===== config.mk =====
export PLATFORM = sky130hd
export DESIGN_NAME = signed_decimal_status_line_renderer_top_flat
export DESIGN_NICKNAME = d
export VERILOG_FILES = /design/src/rtl/core/sdsl_pkg.sv /design/src/rtl/core/sdsl_if.sv /design/src/rtl/core/sdsl_bcd.sv /design/src/rtl/core/sdsl_glyph.sv /design/src/rtl/core/signed_decimal_status_line_renderer_top.sv /design/src/flat_wrapper.sv
export SDC_FILE = /design/constraint.sdc
export NUM_CORES = 1
export LEC_CHECK = 0
export BUFFER_PORTS_ARGS = -buffer_cell sky130_fd_sc_hd__buf_2
export CORE_MARGIN = 5
export CORE_UTILIZATION = 28
export CTS_BUF_LIST = sky130_fd_sc_hd__clkbuf_4 sky130_fd_sc_hd__clkbuf_8
export CTS_CLUSTER_SIZE = 8
export DETAILED_ROUTE_END_ITERATION = 6
export PLACE_DENSITY = 0.42
export SYNTH_ARGS = -nofsm -noshare
export SYNTH_HDL_FRONTEND = slang
export SYNTH_SLANG_ARGS = --single-unit

===== constraint.sdc =====
create_clock -name clock -period 3.8 [get_ports clock]
set_input_delay 0.38 -clock clock [delete_from_list [all_inputs] [get_ports clock]]
set_output_delay 0.38 -clock clock [all_outputs]
set_load 0.02 [all_outputs]

===== src/rtl/core/sdsl_pkg.sv =====
// shared types, character codes and font table of the status line renderer
`default_nettype none

package sdsl_pkg;

   // field widths
   localparam int MAG_W      = 33;
   localparam int MAX_DIGITS = 10;
   localparam int BCD_W      = MAX_DIGITS * 4;
   localparam int STEP_W     = $clog2(MAG_W + 1);

   // character codes, digits 0..9 use their own value
   localparam logic [4:0] CH_S     = 5'd10;
   localparam logic [4:0] CH_P     = 5'd11;
   localparam logic [4:0] CH_D     = 5'd12;
   localparam logic [4:0] CH_T     = 5'd13;
   localparam logic [4:0] CH_O     = 5'd14;
   localparam logic [4:0] CH_COLON = 5'd15;
   localparam logic [4:0] CH_PLUS  = 5'd16;
   localparam logic [4:0] CH_MINUS = 5'd17;
   localparam logic [4:0] CH_BLANK = 5'd18;

   // status line numbers
   localparam logic [1:0] LINE_SPD  = 2'd0;
   localparam logic [1:0] LINE_POS  = 2'd1;
   localparam logic [1:0] LINE_TSPD = 2'd2;
   localparam logic [1:0] LINE_TPOS = 2'd3;

   typedef enum logic [1:0] {
      ST_IDLE,
      ST_CONVERT,
      ST_TRIM,
      ST_EMIT
   } state_type;

   // operations on the digit converter
   typedef struct packed {
      logic load;
      logic dabble;
      logic pop;
   } bcd_ctrl_type;

   // one character toward the output register
   typedef struct packed {
      logic       load;
      logic [4:0] code;
      logic [2:0] page;
      logic [4:0] index;
      logic       last;
   } char_req_type;

   // label length in characters
   function automatic logic [2:0] label_len(input logic [1:0] line);
      return line[1] ? 3'd5 : 3'd4;
   endfunction

   // label character at a position of the label
   function automatic logic [4:0] label_code(input logic [1:0] line, input logic [2:0] idx);
      logic [4:0] code;
      code = CH_BLANK;
      unique case (line)
         LINE_SPD: begin
            unique case (idx)
               3'd0:    code = CH_S;
               3'd1:    code = CH_P;
               3'd2:    code = CH_D;
               3'd3:    code = CH_COLON;
               default: code = CH_BLANK;
            endcase
         end
         LINE_POS: begin
            unique case (idx)
               3'd0:    code = CH_P;
               3'd1:    code = CH_O;
               3'd2:    code = CH_S;
               3'd3:    code = CH_COLON;
               default: code = CH_BLANK;
            endcase
         end
         LINE_TSPD: begin
            unique case (idx)
               3'd0:    code = CH_T;
               3'd1:    code = CH_S;
               3'd2:    code = CH_P;
               3'd3:    code = CH_D;
               3'd4:    code = CH_COLON;
               default: code = CH_BLANK;
            endcase
         end
         LINE_TPOS: begin
            unique case (idx)
               3'd0:    code = CH_T;
               3'd1:    code = CH_P;
               3'd2:    code = CH_O;
               3'd3:    code = CH_S;
               3'd4:    code = CH_COLON;
               default: code = CH_BLANK;
            endcase
         end
      endcase
      return code;
   endfunction

   // 5x7 font, columns left to right as {c0, c1, c2, c3, c4}, bit 0 top row
   function automatic logic [39:0] font_glyph(input logic [4:0] code);
      logic [39:0] g;
      unique case (code)
         5'd0:     g = {8'h3E, 8'h51, 8'h49, 8'h45, 8'h3E};
         5'd1:     g = {8'h00, 8'h42, 8'h7F, 8'h40, 8'h00};
         5'd2:     g = {8'h42, 8'h61, 8'h51, 8'h49, 8'h46};
         5'd3:     g = {8'h21, 8'h41, 8'h45, 8'h4B, 8'h31};
         5'd4:     g = {8'h18, 8'h14, 8'h12, 8'h7F, 8'h10};
         5'd5:     g = {8'h27, 8'h45, 8'h45, 8'h45, 8'h39};
         5'd6:     g = {8'h3C, 8'h4A, 8'h49, 8'h49, 8'h30};
         5'd7:     g = {8'h01, 8'h71, 8'h09, 8'h05, 8'h03};
         5'd8:     g = {8'h36, 8'h49, 8'h49, 8'h49, 8'h36};
         5'd9:     g = {8'h06, 8'h49, 8'h49, 8'h29, 8'h1E};
         CH_S:     g = {8'h46, 8'h49, 8'h49, 8'h49, 8'h31};
         CH_P:     g = {8'h7F, 8'h09, 8'h09, 8'h09, 8'h06};
         CH_D:     g = {8'h7F, 8'h41, 8'h41, 8'h22, 8'h1C};
         CH_T:     g = {8'h01, 8'h01, 8'h7F, 8'h01, 8'h01};
         CH_O:     g = {8'h3E, 8'h41, 8'h41, 8'h41, 8'h3E};
         CH_COLON: g = {8'h00, 8'h36, 8'h36, 8'h00, 8'h00};
         CH_PLUS:  g = {8'h08, 8'h08, 8'h3E, 8'h08, 8'h08};
         CH_MINUS: g = {8'h08, 8'h08, 8'h08, 8'h08, 8'h08};
         default:  g = 40'd0;
      endcase
      return g;
   endfunction

endpackage

`default_nettype wire


===== src/rtl/core/sdsl_if.sv =====
// request and response channel interfaces of the status line renderer
`default_nettype none

interface sdsl_req_if;
   logic               valid;
   logic               ready;
   logic [1:0]         line;
   logic signed [31:0] value;

   modport source (output valid, output line, output value, input ready);
   modport sink   (input valid, input line, input value, output ready);
endinterface

interface sdsl_rsp_if;
   logic       valid;
   logic       ready;
   logic [2:0] page;
   logic [4:0] char_index;
   logic [7:0] glyph_col0;
   logic [7:0] glyph_col1;
   logic [7:0] glyph_col2;
   logic [7:0] glyph_col3;
   logic [7:0] glyph_col4;
   logic       last;

   modport source (output valid, output page, output char_index, output glyph_col0,
                   output glyph_col1, output glyph_col2, output glyph_col3,
                   output glyph_col4, output last, input ready);
   modport sink   (input valid, input page, input char_index, input glyph_col0,
                   input glyph_col1, input glyph_col2, input glyph_col3,
                   input glyph_col4, input last, output ready);
endinterface

`default_nettype wire


===== src/rtl/core/sdsl_bcd.sv =====
// bit-serial binary to bcd converter with a digit shift-out port
`default_nettype none

module sdsl_bcd
   import sdsl_pkg::*;
(
   input  wire logic             clock,
   input  wire bcd_ctrl_type     ctrl,
   input  wire logic [MAG_W-1:0] mag_in,
   output logic [3:0]            top_digit
);

   logic [MAG_W-1:0] mag_ff, mag_in_nx;
   logic [BCD_W-1:0] bcd_ff, bcd_in;
   logic [BCD_W-1:0] bcd_adj;
   logic [MAG_W-1:0] mag_nx;

   // add three to every digit of five or more before the shift
   always_comb begin
      for (int i = 0; i < MAX_DIGITS; i++) begin
         if (bcd_ff[i*4 +: 4] >= 4'd5) begin
            bcd_adj[i*4 +: 4] = bcd_ff[i*4 +: 4] + 4'd3;
         end else begin
            bcd_adj[i*4 +: 4] = bcd_ff[i*4 +: 4];
         end
      end
   end

   // next value of the shift registers
   always_comb begin
      bcd_in = bcd_ff;
      mag_nx = mag_ff;
      priority if (ctrl.load) begin
         bcd_in = '0;
         mag_nx = mag_in;
      end else if (ctrl.dabble) begin
         bcd_in = {bcd_adj[BCD_W-2:0], mag_ff[MAG_W-1]};
         mag_nx = {mag_ff[MAG_W-2:0], 1'b0};
      end else if (ctrl.pop) begin
         bcd_in = {bcd_ff[BCD_W-5:0], 4'd0};
      end else begin
         bcd_in = bcd_ff;
         mag_nx = mag_ff;
      end
      mag_in_nx = mag_nx;
   end

   always_ff @(posedge clock) begin
      bcd_ff <= bcd_in;
      mag_ff <= mag_in_nx;
   end

   assign top_digit = bcd_ff[BCD_W-1 -: 4];

endmodule

`default_nettype wire


===== src/rtl/core/sdsl_glyph.sv =====
// font lookup and response output register
`default_nettype none

module sdsl_glyph
   import sdsl_pkg::*;
(
   input  wire logic         clock,
   input  wire logic         reset,
   input  wire char_req_type char_req,
   output logic              out_free,
   sdsl_rsp_if.source        rsp_ch
);

   logic        valid_ff, valid_in;
   logic [39:0] glyph_ff;
   logic [2:0]  page_ff;
   logic [4:0]  index_ff;
   logic        last_ff;

   assign out_free = !valid_ff || rsp_ch.ready;

   // valid flag: set on load, cleared when the transfer completes
   always_comb begin
      valid_in = valid_ff;
      priority if (char_req.load) begin
         valid_in = 1'b1;
      end else if (rsp_ch.ready) begin
         valid_in = 1'b0;
      end else begin
         valid_in = valid_ff;
      end
   end

   always_ff @(posedge clock) begin
      if (reset) begin
         valid_ff <= 1'b0;
      end else begin
         valid_ff <= valid_in;
      end
   end

   // payload register
   always_ff @(posedge clock) begin
      if (char_req.load) begin
         glyph_ff <= font_glyph(char_req.code);
         page_ff  <= char_req.page;
         index_ff <= char_req.index;
         last_ff  <= char_req.last;
      end
   end

   assign rsp_ch.valid      = valid_ff;
   assign rsp_ch.page       = page_ff;
   assign rsp_ch.char_index = index_ff;
   assign rsp_ch.glyph_col0 = glyph_ff[39:32];
   assign rsp_ch.glyph_col1 = glyph_ff[31:24];
   assign rsp_ch.glyph_col2 = glyph_ff[23:16];
   assign rsp_ch.glyph_col3 = glyph_ff[15:8];
   assign rsp_ch.glyph_col4 = glyph_ff[7:0];
   assign rsp_ch.last       = last_ff;

endmodule

`default_nettype wire


===== src/rtl/core/signed_decimal_status_line_renderer_top.sv =====
// top level of the signed decimal status line renderer
//
//   channel   dir   payload                                   transfer
//   req_ch    in    line[1:0], value[31:0] signed             valid && ready
//   rsp_ch    out   page, char_index, glyph_col0..4, last     valid && ready
//
// a line goes through a load, a conversion (one magnitude bit per cycle
// through the bcd shift register), a trim that drops leading zeros while
// keeping at least one digit, and the emission of LINE_CHARS characters.
// reset is synchronous and clears the sequencer and the output valid flag.
// a stalled response holds the character sequencer; a new request is taken
// once the last character of a line sits in the output register.
`default_nettype none

module signed_decimal_status_line_renderer_top
   import sdsl_pkg::*;
#(
   parameter int LINE_CHARS = 21
) (
   input  wire logic  clock,
   input  wire logic  reset,
   sdsl_req_if.sink   req_ch,
   sdsl_rsp_if.source rsp_ch
);

   state_type         state_ff, state_in;
   logic [STEP_W-1:0] step_ff, step_in;
   logic [4:0]        pos_ff, pos_in;
   logic [3:0]        dleft_ff, dleft_in;
   logic [1:0]        line_ff, line_in;
   logic              neg_ff, neg_in;

   bcd_ctrl_type      bcd_ctrl;
   char_req_type      char_req;
   logic [3:0]        top_digit;
   logic              out_free;
   logic [MAG_W-1:0]  mag_ext;
   logic [MAG_W-1:0]  mag_load;
   logic [2:0]        llen;

   // magnitude at 33 bits so the most negative value stays exact
   assign mag_ext  = {req_ch.value[31], req_ch.value};
   assign mag_load = req_ch.value[31] ? (~mag_ext + MAG_W'(1)) : mag_ext;
   assign llen     = label_len(line_ff);

   // state registers
   always_ff @(posedge clock) begin
      if (reset) begin
         state_ff <= ST_IDLE;
         step_ff  <= '0;
         pos_ff   <= '0;
         dleft_ff <= '0;
      end else begin
         state_ff <= state_in;
         step_ff  <= step_in;
         pos_ff   <= pos_in;
         dleft_ff <= dleft_in;
      end
   end

   always_ff @(posedge clock) begin
      line_ff <= line_in;
      neg_ff  <= neg_in;
   end

   // sequencer: next state and controls
   always_comb begin
      state_in       = state_ff;
      step_in        = step_ff;
      pos_in         = pos_ff;
      dleft_in       = dleft_ff;
      line_in        = line_ff;
      neg_in         = neg_ff;
      req_ch.ready   = 1'b0;
      bcd_ctrl       = '0;
      char_req       = '0;
      char_req.code  = CH_BLANK;
      char_req.page  = {line_ff, 1'b0};
      char_req.index = pos_ff;
      char_req.last  = (pos_ff == 5'(LINE_CHARS - 1));

      unique case (state_ff)
         ST_IDLE: begin
            // no request is taken while reset is held
            req_ch.ready = !reset;
            if (req_ch.valid && !reset) begin
               line_in       = req_ch.line;
               neg_in        = req_ch.value[31];
               bcd_ctrl.load = 1'b1;
               step_in       = '0;
               state_in      = ST_CONVERT;
            end
         end
         ST_CONVERT: begin
            bcd_ctrl.dabble = 1'b1;
            step_in         = step_ff + STEP_W'(1);
            if (step_ff == STEP_W'(MAG_W - 1)) begin
               dleft_in = 4'(MAX_DIGITS);
               state_in = ST_TRIM;
            end
         end
         ST_TRIM: begin
            // drop leading zeros, keeping at least one digit
            if (top_digit == 4'd0 && dleft_ff > 4'd1) begin
               bcd_ctrl.pop = 1'b1;
               dleft_in     = dleft_ff - 4'd1;
            end else begin
               pos_in   = '0;
               state_in = ST_EMIT;
            end
         end
         ST_EMIT: begin
            if (out_free) begin
               char_req.load = 1'b1;
               priority if (pos_ff < {2'b00, llen}) begin
                  char_req.code = label_code(line_ff, pos_ff[2:0]);
               end else if (pos_ff == {2'b00, llen}) begin
                  char_req.code = neg_ff ? CH_MINUS : CH_PLUS;
               end else if (dleft_ff != 4'd0) begin
                  char_req.code = {1'b0, top_digit};
                  bcd_ctrl.pop  = 1'b1;
                  dleft_in      = dleft_ff - 4'd1;
               end else begin
                  char_req.code = CH_BLANK;
               end
               pos_in = pos_ff + 5'd1;
               if (char_req.last) begin
                  pos_in   = '0;
                  state_in = ST_IDLE;
               end
            end
         end
      endcase
   end

   sdsl_bcd u_bcd (
      .clock     (clock),
      .ctrl      (bcd_ctrl),
      .mag_in    (mag_load),
      .top_digit (top_digit)
   );

   sdsl_glyph u_glyph (
      .clock    (clock),
      .reset    (reset),
      .char_req (char_req),
      .out_free (out_free),
      .rsp_ch   (rsp_ch)
   );

   // a loaded character is offered on the response channel next cycle
   a_load_valid: assert property (@(posedge clock) disable iff (reset)
      char_req.load |=> rsp_ch.valid)
      else $error("loaded character not offered");

   // the last character of a line returns the sequencer to idle
   a_last_idle: assert property (@(posedge clock) disable iff (reset)
      (char_req.load && char_req.last) |=> (state_ff == ST_IDLE))
      else $error("sequencer not idle after last character");

   // a request transfer starts the conversion
   a_req_convert: assert property (@(posedge clock) disable iff (reset)
      (req_ch.valid && req_ch.ready) |=> (state_ff == ST_CONVERT))
      else $error("request transfer did not start conversion");

   // trimming always keeps at least one digit
   a_trim_digits: assert property (@(posedge clock) disable iff (reset)
      (state_ff == ST_TRIM) |-> (dleft_ff != 4'd0))
      else $error("digit count lost during trim");

endmodule

`default_nettype wire


===== src/flat_wrapper.sv =====
// flat-port wrapper written by rule: the top's interface ports become plain ports
module signed_decimal_status_line_renderer_top_flat import sdsl_pkg::*;
#(
   parameter int LINE_CHARS = 21
)
  (clock, reset, req_ch_valid, req_ch_line, req_ch_value, req_ch_ready, rsp_ch_valid, rsp_ch_page, rsp_ch_char_index, rsp_ch_glyph_col0, rsp_ch_glyph_col1, rsp_ch_glyph_col2, rsp_ch_glyph_col3, rsp_ch_glyph_col4, rsp_ch_last, rsp_ch_ready);
  sdsl_req_if req_ch_i ();
  sdsl_rsp_if rsp_ch_i ();
  input  wire logic clock;
  input  wire logic reset;
  input wire logic [$bits(req_ch_i.valid)-1:0] req_ch_valid;
  input wire logic [$bits(req_ch_i.line)-1:0] req_ch_line;
  input wire logic [$bits(req_ch_i.value)-1:0] req_ch_value;
  output wire logic [$bits(req_ch_i.ready)-1:0] req_ch_ready;
  output wire logic [$bits(rsp_ch_i.valid)-1:0] rsp_ch_valid;
  output wire logic [$bits(rsp_ch_i.page)-1:0] rsp_ch_page;
  output wire logic [$bits(rsp_ch_i.char_index)-1:0] rsp_ch_char_index;
  output wire logic [$bits(rsp_ch_i.glyph_col0)-1:0] rsp_ch_glyph_col0;
  output wire logic [$bits(rsp_ch_i.glyph_col1)-1:0] rsp_ch_glyph_col1;
  output wire logic [$bits(rsp_ch_i.glyph_col2)-1:0] rsp_ch_glyph_col2;
  output wire logic [$bits(rsp_ch_i.glyph_col3)-1:0] rsp_ch_glyph_col3;
  output wire logic [$bits(rsp_ch_i.glyph_col4)-1:0] rsp_ch_glyph_col4;
  output wire logic [$bits(rsp_ch_i.last)-1:0] rsp_ch_last;
  input wire logic [$bits(rsp_ch_i.ready)-1:0] rsp_ch_ready;
  assign req_ch_i.valid = req_ch_valid;
  assign req_ch_i.line = req_ch_line;
  assign req_ch_i.value = req_ch_value;
  assign req_ch_ready = req_ch_i.ready;
  assign rsp_ch_valid = rsp_ch_i.valid;
  assign rsp_ch_page = rsp_ch_i.page;
  assign rsp_ch_char_index = rsp_ch_i.char_index;
  assign rsp_ch_glyph_col0 = rsp_ch_i.glyph_col0;
  assign rsp_ch_glyph_col1 = rsp_ch_i.glyph_col1;
  assign rsp_ch_glyph_col2 = rsp_ch_i.glyph_col2;
  assign rsp_ch_glyph_col3 = rsp_ch_i.glyph_col3;
  assign rsp_ch_glyph_col4 = rsp_ch_i.glyph_col4;
  assign rsp_ch_last = rsp_ch_i.last;
  assign rsp_ch_i.ready = rsp_ch_ready;
  signed_decimal_status_line_renderer_top #(.LINE_CHARS(LINE_CHARS)) u_core (.clock(clock), .reset(reset), .req_ch(req_ch_i), .rsp_ch(rsp_ch_i));
endmodule

* Word level (Yosys, flattened, before mapping)
Memory sizes are Yosys's and may differ from the RTL's. A register that Yosys moved wholly into a read port is not among the register bits.
Index checks and enable logic that the tools add are counted.
** Storage, ports and cells
- Memories :: 1
- Bits in registers :: 142
- Bits in read-only memories :: 1120
- Word-level logic and storage cells :: 142
- Output and inout port bits :: 51
- Bits of input ports :: 38
** Operators by class
- Reductions and logical operators :: 21
- Eq/ne operators :: 22
- Bitwise logic cells :: 1
- Add/sub/neg operators :: 14
- Muxes and demuxes :: 58
- Order comparisons :: 12
** Memory list
- (name not given) :: depth 32, bits a word 35, rd ports 1, clocked after memory_dff 1, write ports 0, line sdsl_pkg.sv:107 : unique case (code)
** Operators with widths (count)
- $mux 33 :: 3
- $mux 40 :: 2
- $mux 4 :: 15
- $pmux 5 s4 :: 3
- $pmux 5 s5 :: 2
- $ge 4x3->1 const B :: 10
- $add 4x2->4 const B :: 9
- $add 33x1->33 const B :: 1
- $not 33->33 :: 1
- $mux 5 :: 6
- $mux 6 :: 3
- $mux 1 :: 13
- $pmux 4 s3 :: 1
- $pmux 6 s2 :: 1
- $mux 2 :: 5
- $ne 2x1->1 const B :: 5
- $pmux 5 s2 :: 1
- $reduce_bool 2->1 :: 5
- $eq 2x2->1 const B :: 4
- $ne 2x2->1 const B :: 4
- $pmux 2 s4 :: 1
- $reduce_and 7->1 :: 1
- $add 6x1->6 const B :: 1
- $eq 3x2->1 const B :: 2
- other kinds (24) :: 29

* Logic depth before layout (Yosys ltp)
- Depth in word-level cells :: 8
- Depth in mapped cells :: 13
- Depth with buffers taken out :: 11

* Modules after synthesis
From an unflattened synthesis, not the netlist that was laid out.
** Unflattened totals
- Cells, all modules :: 870
- Area, all modules :: 8689.6 um2
** Modules (own cells, without submodules)
- sdsl_bcd :: area each 4072.7 um2, sequential area each 1791.7 um2, cells an instance 388, instances 1
- sdsl_glyph :: area each 2471.1 um2, sequential area each 1341.3 um2, cells an instance 202, instances 1
- signed_decimal_status_line_renderer_top :: area each 2145.8 um2, sequential area each 430.4 um2, cells an instance 280, instances 1

* Worst setup path before layout
Ideal clock, no wire load.
- Path type :: register to register
- Start point :: reg u_core.u_glyph.valid_ff (netlist: u_core.u_glyph.rsp_ch.valid)
- End point :: reg u_core.u_glyph.glyph_ff[4], data pin
- Path slack :: 0.685 ns
- Buffers on the path :: 2
- Cell stages (with the launch flop) :: 11
- Data arrival time :: 2.856 ns
- Library setup time :: 0.259 ns
- Required time :: 3.541 ns
- Period minus slack after synthesis :: 3.115 ns
- Cell sequence :: dfxtp_1 > nor2b_2 > nand2b_1 > buf_2 > clkinv_2 > o211ai_1 > nand2_2 > buf_4 > ha_1 > nor2_1 > a211o_1
** RTL lines
- start, declared :: line sdsl_glyph.sv:14 : logic valid_ff, valid_in;
- start signal, assigned :: line sdsl_glyph.sv:38 : valid_ff <= valid_in;
- end, declared :: line sdsl_glyph.sv:15 : logic [39:0] glyph_ff;

* Worst setup path in the final report
- Start point :: reg u_core.line_ff[1]
- End point :: reg u_core.u_glyph.glyph_ff[25], data pin
** On the way
- Word-level cells in the longest chain between the ends :: 6
- Elaborated cells on any way between the ends :: 12
- Those cells by class :: 1 x order compare; 4 x eq/ne; 6 x mux; 1 x reduce/logical
** Ends and longest elaborated chain
- start, declared :: line signed_decimal_status_line_renderer_top.sv:30 : logic [1:0] line_ff, line_in;
- start signal, assigned :: line signed_decimal_status_line_renderer_top.sv:62 : line_ff <= line_in;
- branches (longest 3 deep; another with $lt 5x3->1)
- $mux 5 * :: line signed_decimal_status_line_renderer_top.sv:115 : priority if (pos_ff < {2'b00, llen}) begin
- $mux 6 * :: line signed_decimal_status_line_renderer_top.sv:113 : if (out_free) begin
- $mux 6 * :: line signed_decimal_status_line_renderer_top.sv:82 : unique case (state_ff)
Mark *: on every way between the ends.
A chain may end at the register's enable or synchronous reset.

==> metrics <==
Max Cap Viol=0; area grow syn2layout=13.5%; drt initial violations=407; pre-CTS worst setup slack=between 0.6 and 0.7 ns; Pwr Density=686 mW/mm2; fraction of layout cells with a size suffix above 1=0.172; Post-synth EDFFs=79; CP dominant cell by count=ha_1; R2R cell count=11; commonest non-fill, non-tap cell in the layout=nand2_1; crit path kind=flop to flop; delay-heaviest family, CP=compound AO/OA/AOI/OAI gates; crit end category=flop; Avg Cell Area, Syn=roughly 9.2 um2; area of placed instances=0.00924 mm2; Critical-path top delay cell=a2111oi_4; Reg clk slew, reported paths=0.08 ns; starting density of the core=0.285; Slew @ Worst Pin=roughly 0.65 ns; Yosys reg bits=137; worst skew pair latency=~0.46 ns; Worst EP required=3.99 ns; worst setup path startpoint=u_core.line_ff[1]; Final Cell Area=0.00965 mm2; Total GRT Usage=0.124; Highest Clock Rate=314 MHz; CTS Hold Bufs=0; Die Height=184 um; total grt overflow=0; final hold violation count=0; total wire length=~21000 um; H-tree depth=4; Async S/R FF share, synth=0; met2 GRT Util=0.206; PnR worst setup slack=around 0.6 ns; IO Count=between 80 and 90; status=completed; drt drc=0; Period minus WS final=3.18 ns; Final nets=roughly 1100; clock sink count=137; TritonCTS clock tree=yes; Crit Path Max Fanout=11; final critical-path share of the clock period=0.838; CP Cell Sequence=ha_1, or2b_1, a2111oi_4, nand3_1, nand2_2, inv_1, buf_4, ha_1, mux2_2, a22oi_1, nor2_1; clock root cell=clkbuf_8; CP endpoint=u_core.u_glyph.glyph_ff[25]; number of buffers and inverters on the critical path=2; commonest cells after routing, fill and taps aside=nand2_1 (99), buf_2 (82), edfxtp_1 (79); total clock buffers created by CTS=17; Levels on crit path=11; largest net degree at the start of global routing=58; die width=about 180 um; crit path DAT=between 3 and 4 ns; port bufs=82; VDD IR max=0.228 mV; Synth Instances=925; Final Setup Violations=0; M1 GR Usage=0.164; routed vias=6775; Crit path largest cell delay=0.55 ns; post-CTS sizing=0; Netlist cell types=92; Synth Flop Type=edfxtp_1; r2r endpoint=u_core.u_glyph.glyph_ff[25]; startpoint types=flop; final slew viol count=0; number of synthesis warnings=0; initial antenna violation count=1; reg2reg start=u_core.line_ff[1]; Setup Skew=0.0192 ns; first-pass GRT wire length=between 30000 and 40000 um; setup TNS=0 ns; slack of the worst reg-to-reg path=0.62 ns; number of global-route vias before repair=6662; leakage=3.65 nW; clk buf depth=2; Max-slew headroom=0.568; grt peak-use layer=met2; RSZ-0062 raised after global routing=false; Wirelength per Cell=15.1 um; synthesized area=0.00850 mm2; Placer Congestion=approximately 0.77; final total power=0.00661 W; sequential element share of the synthesized area=0.416; DP Wirelength=about 14000 um; Hold Path Class=input pin to flop; vias per cell=4.87; DR pass1 iterations=5; met3 GRT Util=0.0274; die area=0.0340 mm2; row count=63; Core Region=0.0298 mm2; Post-CTS Setup Repair Bufs=0; antenna cells=0; Post-DRT Antenna Nets=0
## registers in the layout, summed over array words and instances (netlist names)
signal / count
u_core.u_bcd.bcd_ff: 40
u_core.u_glyph.glyph_ff: 35
u_core.u_bcd.mag_ff: 33
u_core.step_ff: 6
u_core.pos_ff: 5
u_core.u_glyph.rsp_ch.char_index: 5
u_core.dleft_ff: 4
u_core.line_ff: 2
u_core.state_ff: 2
u_core.u_glyph.rsp_ch.page: 2
u_core.neg_ff: 1
u_core.u_glyph.rsp_ch.last: 1
u_core.u_glyph.rsp_ch.valid: 1
## Yosys cell counts, types with 3 or more instances
library cell	count	area, um2
mux2i_1	24	240
xnor2_1	14	123
xor2_1	34	298
ha_1	43	538
inv_1	48	180
nor3_1	14	70.1
nor2b_1	5	31.3
o21a_1	8	60.1
o21bai_1	3	22.5
nand2b_1	15	93.8
o21ai_1	7	35.0
o211ai_1	18	135
a21oi_1	54	270
a21o_1	7	52.6
o31ai_1	11	82.6
o32ai_1	7	61.3
nand2_1	99	372
or3_1	13	81.3
a211oi_1	29	218
and2_1	3	18.8
a22oi_1	4	30.0
nand4_1	4	25.0
buf_6	5	56.3
o21ai_0	67	335
nor2_1	76	285
nand3_1	24	120
and3_1	3	18.8
a31oi_1	16	100
buf_1	3	11.3
dfxtp_1	58	1160
buf_2	9	45.0
buf_4	10	75.1
clkbuf_1	32	120
edfxtp_1	79	2370
## how the worst min path moves through the flow
stage / from / end / depth (start not counted)
after floorplan: u_core.line_ff[0] / u_core.u_glyph.rsp_ch.page[1] / 0
after global placement: u_core.u_bcd.bcd_ff[0] / u_core.u_bcd.bcd_ff[0] / 2
after detailed placement: u_core.u_bcd.bcd_ff[0] / u_core.u_bcd.bcd_ff[0] / 2
after CTS: req_ch_line[0] / u_core.line_ff[0] / 1
after global routing: req_ch_line[0] / u_core.line_ff[0] / 1
final: req_ch_line[0] / u_core.line_ff[0] / 1
## kinds of logic (layout without fill, tap and decap cells)
| group | after synthesis | in the layout | synth area share |
|---|---|---|---|
| simple gates | 289 | 289 | 0.167 |
| compound gates | 270 | 270 | 0.214 |
| flops | 137 | 137 | 0.416 |
| buf+inv | 112 | 182 | 0.0612 |
| xor+xnor | 48 | 48 | 0.0494 |
| fa+ha+maj | 43 | 43 | 0.0633 |
| mux | 25 | 25 | 0.0296 |
| other cells | 1 | 6 | 0.000441 |
## through the flow
| stage | std cells | util | hold WS (ns) |
|---|---|---|---|
| 2_1_floorplan | 930 | - | 0.425 |
| 3_3_place_gp | 1359 | 0.310 | 0.485 |
| 3_5_place_dp | 1359 | 0.310 | 0.489 |
| 4_1_cts | 1390 | 0.324 | 0.0707 |
| 5_1_grt | 1390 | 0.324 | 0.0764 |
| 6_report | 1390 | 0.324 | 0.111 |
## metal layers
layer  up-vias  share of wire
li1       3459              -
met1      3184           0.47
met2       112           0.48
met3        18          0.041
met4         2          0.011
met5         -        0.00033
## cell type report
class                           count  area [um2]
Sequential cell                   137        3530
Inverter                           51         194
Clock inverter                     14         171
Tap cell                          390         488
Timing Repair Buffer              100         546
Fill cell                        3155       20100
Multi-Input combinational cell    681        4480
Clock buffer                       17         234
## power breakdown
part | switching, W | leakage, nW | total [W] | internal (W)
sequential | 0.000364 | 1.22 | 0.00248 | 0.00211
clock | 0.000634 | 0.201 | 0.00128 | 0.000650
combinational | 0.00176 | 2.23 | 0.00285 | 0.00110
## worst register-to-register path, stage by stage (launching register included)
cell       delay (ns)
edfxtp_1         0.51
ha_1             0.24
or2b_1           0.29
a2111oi_4        0.55
nand3_1          0.20
nand2_2          0.11
inv_1            0.05
buf_4            0.18
ha_1             0.30
mux2_2           0.29
a22oi_1          0.14
nor2_1           0.06
Note: power is estimated with default switching activity, not from simulation.
